<file path="src/rtl/npcc_pkg.sv">
`default_nettype none

package npcc_pkg;

   localparam int unsigned CHAN_W      = 6;
   localparam int unsigned RGB_W       = 3 * CHAN_W;
   localparam int unsigned INDEX_W     = 8;
   localparam int unsigned CENTRY_W    = RGB_W + INDEX_W;
   localparam int unsigned DIST_W      = 14;
   localparam int unsigned LFSR_W      = 15;
   localparam int unsigned SWAP_ABOVE  = 4;

   localparam logic [INDEX_W-1:0] SEARCH_RESET = 8'd254;
   localparam logic [LFSR_W-1:0]  LFSR_SEED    = 15'd1;

   // register select bit of the csr address
   localparam logic REG_SEARCH_LAST_INDEX = 1'b0;

   typedef enum logic {
      OP_WRITE = 1'b0,
      OP_QUERY = 1'b1
   } op_type;

   typedef struct packed {
      logic               vld;
      logic               first;
      logic               last;
      logic [INDEX_W-1:0] idx;
   } scan_tag_type;

endpackage

`default_nettype wire

</file>
<file path="src/rtl/npcc_dist.sv">
`default_nettype none

module npcc_dist
   import npcc_pkg::*;
(
   input  wire logic               clock,
   input  wire logic               reset,
   input  wire logic [RGB_W-1:0]   key,
   input  wire logic [RGB_W-1:0]   entry,
   input  wire scan_tag_type       tag_in,
   output logic      [DIST_W-1:0]  sq_dist,
   output scan_tag_type            tag_out
);

   logic [CHAN_W-1:0]   d_r, d_g, d_b;
   logic [DIST_W-1:0]   dist_in;
   logic [DIST_W-1:0]   dist_ff;
   scan_tag_type        tag_ff;

   function automatic logic [CHAN_W-1:0] abs_diff(input logic [CHAN_W-1:0] a,
                                                  input logic [CHAN_W-1:0] b);
      return (a > b) ? (a - b) : (b - a);
   endfunction

   always_comb begin
      d_r = abs_diff(key[RGB_W-1 -: CHAN_W], entry[RGB_W-1 -: CHAN_W]);
      d_g = abs_diff(key[2*CHAN_W-1 -: CHAN_W], entry[2*CHAN_W-1 -: CHAN_W]);
      d_b = abs_diff(key[CHAN_W-1:0], entry[CHAN_W-1:0]);
      dist_in = DIST_W'(d_r) * DIST_W'(d_r) + DIST_W'(d_g) * DIST_W'(d_g)
              + DIST_W'(d_b) * DIST_W'(d_b);
   end

   always_ff @(posedge clock) begin
      if (reset) begin
         tag_ff.vld <= 1'b0;
      end else begin
         tag_ff.vld <= tag_in.vld;
      end
      tag_ff.first <= tag_in.first;
      tag_ff.last  <= tag_in.last;
      tag_ff.idx   <= tag_in.idx;
      dist_ff      <= dist_in;
   end

   assign sq_dist = dist_ff;
   assign tag_out = tag_ff;

endmodule

`default_nettype wire

</file>
<file path="config.mk">
export PLATFORM = sky130hd
export DESIGN_NAME = npcc_dist
export DESIGN_NICKNAME = d
export VERILOG_FILES = /design/src/rtl/npcc_pkg.sv /design/src/rtl/npcc_dist.sv
export SDC_FILE = /design/constraint.sdc
export NUM_CORES = 1
export LEC_CHECK = 0
export BUFFER_PORTS_ARGS = -buffer_cell sky130_fd_sc_hd__buf_2
export CORE_ASPECT_RATIO = 0.5
export CORE_MARGIN = 4
export CORE_UTILIZATION = 50
export DETAILED_ROUTE_END_ITERATION = 10
export PLACE_DENSITY = 0.77
export SKIP_LAST_GASP = 1
export SYNTH_ARGS = -nofsm -noshare
export SYNTH_HDL_FRONTEND = slang
export SYNTH_SLANG_ARGS = --single-unit
</file>
<file path="constraint.sdc">
create_clock -name clock -period 9.2 [get_ports clock]
set_clock_uncertainty 0.1 [all_clocks]
set_input_delay 2.3 -clock clock [delete_from_list [all_inputs] [get_ports clock]]
set_output_delay 2.3 -clock clock [all_outputs]
set_load 0.01 [all_outputs]
</file>
### Word level (Yosys, flattened, before mapping)

Cells that the tools add are included.

| storage, ports and cells | value |
|---|---|
| memory bits (writable) | 0 |
| ROM bits | 0 |
| word-level logic and storage cells | 22 |
| register bits | 25 |
| input bits | 49 |
| latch bits | 0 |
| memories kept | 0 |
| output and inout bits | 25 |

| operators by class | value |
|---|---|
| multipliers | 3 |
| bitwise operators | 0 |
| multiplexer cells | 3 |
| shifts and indexed selects | 0 |
| order comparisons | 3 |
| add/sub/neg operators | 8 |
| reductions and logical operators | 0 |
| eq/ne operators | 0 |
| divide/modulo/power cells | 0 |

Operators with widths:

| cell | count |
|---|---|
| 6-bit by 6-bit multiplier with 12-bit output | 3 |
| 6-bit subtractor | 6 |
| 6-bit greater-than comparator | 3 |
| 6-bit 2-to-1 mux | 3 |
| 13-bit by 12-bit adder with 14-bit output | 1 |
| 12-bit by 12-bit adder with 13-bit output | 1 |

### Depth between registers and ports, before layout

| depth | value |
|---|---|
| depth in word-level cells | 5 |
| mapped depth | 31 |
| mapped depth without buffers | 29 |

### Least setup slack after synthesis

Ideal clock, no wire load.

| timing path | value |
|---|---|
| path kind | input to register |
| start | input port key[6] |
| end | register dist_ff[12], in the netlist sq_dist[12] |
| stages on the path | 29 |
| path buffers | 0 |
| slack | 81 ps |
| data required time | 9,028 ps |
| arrival | 8,947 ps |
| setup time | 72 ps |
| cell sequence | inv_1 > ha_1 > inv_1 > fa_1 > a211oi_1 > nor2_2 > o221ai_4 > mux2i_1 > xor2_1 > inv_2 > nand2b_1 > fa_1 > fa_1 > inv_1 > fa_1 > inv_1 > fa_1 > inv_1 > fa_1 > inv_1 > fa_1 > inv_1 > ha_1 > inv_1 > o21ai_0 > a2111oi_0 > o31ai_1 > a21oi_1 > xnor2_1 |

| between the ends | value |
|---|---|
| cells in the longest elaborated chain, start to end | 5 |
| elaborated cells on any way between the ends | 7 |
| classes of those cells | add/sub (4); mul (1); order compare (1); mux (1) |

RTL lines:

| what | line | source |
|---|---|---|
| start, declared | npcc_dist.sv:8 | `input wire logic [RGB_W-1:0] key,` |
| 6-bit subtractor / 6-bit greater-than comparator (equally long branches) | npcc_dist.sv:22 | `return (a > b) ? (a - b) : (b - a);` |
| 6-bit 2-to-1 mux * | npcc_dist.sv:22 |  |
| 6-bit by 6-bit multiplier with 12-bit output * | npcc_dist.sv:29 | `dist_in = DIST_W'(d_r) * DIST_W'(d_r) + DIST_W'(d_g) * DIST_W'(d_g)` |
| 12-bit by 12-bit adder with 13-bit output * | npcc_dist.sv:29 |  |
| 13-bit by 12-bit adder with 14-bit output * | npcc_dist.sv:30 | `+ DIST_W'(d_b) * DIST_W'(d_b);` |
| named net dist_in[12] | npcc_dist.sv:16 | `logic [DIST_W-1:0] dist_in;` |
| end signal, assigned | npcc_dist.sv:42 | `dist_ff <= dist_in;` |
| end, declared | npcc_dist.sv:17 | `logic [DIST_W-1:0] dist_ff;` |

Mark *: on every way through the listed nets, which the timed path passes. The rest lies on a longest branch.
A chain may end at the register's enable or synchronous reset.

### Worst setup path in the final report

Same ends and word-level chain as after synthesis.

==> results.yml <==
grt:
  first_global_vias: 4219
  grt_pass1_wl_um: 19500
  grt_max_degree: 16
  antenna_found_initial: 0
  grt_overflow: 0
  grt_use_total: 0.195
clocking:
  clock_path_buffers: 2
  cts_tree: "built"
  hold_buffers: 0
  ctsRootBufferMaster: "clkbuf_16"
  cts_buffers: 3
  htree_levels: 1
  clk_pin_slew_worst_paths_ns: 0.06
  cts_num_sinks: 25
critical_path:
  crit_path_end_kind: "flop"
  slowest_delay_ns: 0.54
  crit_required_ns: 9.25
  crit_path_start_kind: "input port"
  crit_slowest_cell: "fa_1"
  arrival_ns: 8.91
  crit_path_max_fanout: 7
  path_class: "input port to flop"
place:
  place_ws_ns: -0.153
  io_buffer_count: 73
  post-dp-hpwl_um: 10100
  globalplace.congestion: 0.933
  place_inst: 826
flow_run:
  maxCapViolCount: 0
detailed_routing:
  drtPass1Iterations: 5
  ant_nets: 0
  dr.first_iter.drc_count: 186
  drc: 0
  routedWlPerCell_um: 14.2
  vias: 4357
  routed_wl_um: 11800
  vias_per_cell: 5.24
timing:
  worstMarginPinSlew_ns: 0.663
  setup_viol_count_final: 0
  layout_min_cycle_time_ns: 8.86
  fin_ws_ns: 0.336
  fin_setup_tns_ns: 0
  slew_viol_final: 0
  hold_violations: 0
  fmax_ghz: 0.113
  finalCritPeriodShare: 0.963
  relSlewSlack: 0.555
final_layout:
  area_growth_pct: 17.3
  final_cells: 831
  num-fill-cells: 839
  multi_input_area_um2: 4100
  diodes: 0
  regArea_um2: 500
  final_nets: 883
  drive_gt1_frac: 0.217
die:
  coreArea_um2: 9730
  die_area_um2: 12100
  die_x_um: 152
  rows: 25
  start_util: 0.530
  die_h_um: 79.8
  ios: 74
logic_synthesis:
  async_reset_ff_frac: 0
  synth_edf_count: 0
  synthCells: 598
  ys_types: 60
  syn_area_per_cell_um2: 8.63
  yosys_warnings: 0
  syn-cell-area_um2: 5160
  synth-seq-cells: 25
  syn_nets: 784
  synth_ff_type: "dfxtp_1"
  synth-seq-area-share: 0.0970
hold_path:
  hp-class: "input port to flop"
status:
  outcome: "completed"
==> cell families after synthesis <==
family          count (synthesis)  share of synthesized area
simple gates                  112                      0.110
mux                             6                     0.0116
fa+ha+maj                     137                      0.428
buf+inv                       164                      0.124
xor+xnor                       20                     0.0340
flops                          25                     0.0970
compound gates                134                      0.195
==> sequential cells by signal, summed over array words and instances (netlist names) <==
name     cells
sq_dist     14
tag_out     11
==> worst paths after layout <==
| check | cells past startpoint | start | to | slack (ns) |
|---|---|---|---|---|
| max | 31 | key[6] | sq_dist[12] | 0.34 |
| min | 1 | tag_in[5] | tag_out[5] | 2.04 |
==> worst max-delay path, delay by kind of cell <==
family | cells | cell delay [ns]
fa+ha+maj | 9 | 3.81
compound gates | 8 | 1.45
buf+inv | 11 | 0.96
xor+xnor | 2 | 0.24
simple gates | 1 | 0.16
==> synthesized netlist by cell type, types with 5 or more instances <==
master    instances  area share
a21o_1           12       0.017
a21oi_1          32       0.031
a221oi_1          5      0.0085
a22oi_1           8       0.012
and2_1            9       0.011
buf_2            10      0.0097
dfxtp_1          25       0.097
fa_1             66        0.26
ha_1             71        0.17
inv_1           144        0.10
mux2i_1           6       0.012
nand2_1          30       0.022
nand2b_1         11       0.013
nor2_1           27       0.020
nor2b_1          13       0.016
o21a_1            8       0.012
o21ai_0          13       0.013
o22ai_1           7      0.0085
xnor2_1          15       0.025
xor2_1            5      0.0085
==> through the flow <==
step	hold slack, ns	instance area, µm²	utilization
after floorplan	2.23	5160	-
after global placement	2.30	5880	0.604
after detailed placement	2.30	5880	0.604
after CTS	2.04	5960	0.613
after global routing	2.04	6050	0.622
final	2.04	6050	0.622
==> cells in the final DEF, fill, tap and decap left out, types with 14 or more instances in the layout <==
cell / netlist / routed
a21oi_1: 32 / 29
xnor2_1: 15 / 14
nand2_1: 30 / 30
dfxtp_1: 25 / 25
nor2_1: 27 / 26
inv_1: 144 / 144
buf_4: 1 / 36
ha_1: 71 / 69
fa_1: 66 / 63
buf_2: 10 / 73
==> what timing repair did <==
action	CTS	global route
setup buffers	0	1
setup endpoints to repair	0	4
gates resized for setup	0	23
==> cell type report <==
cell class,count,share of cell area
clock buffer,3,0.0124
clock inverter,1,0.00124
inverter,148,0.0918
multi-input combinational,409,0.677
sequential,25,0.0827
tap,135,0.0279
timing repair buffer,110,0.107
==> metal layers <==
metal	routed length, µm	up-vias	GRT usage
met5	0	-	0
met2	5150	150	0.320
met4	157	0	0.0242
met1	5810	2043	0.287
met3	708	18	0.0170
li1	-	2146	-
Power is left out: the tool's default activity adds up to more than one toggle a clock period on the data nets, which glitch-free logic cannot reach.
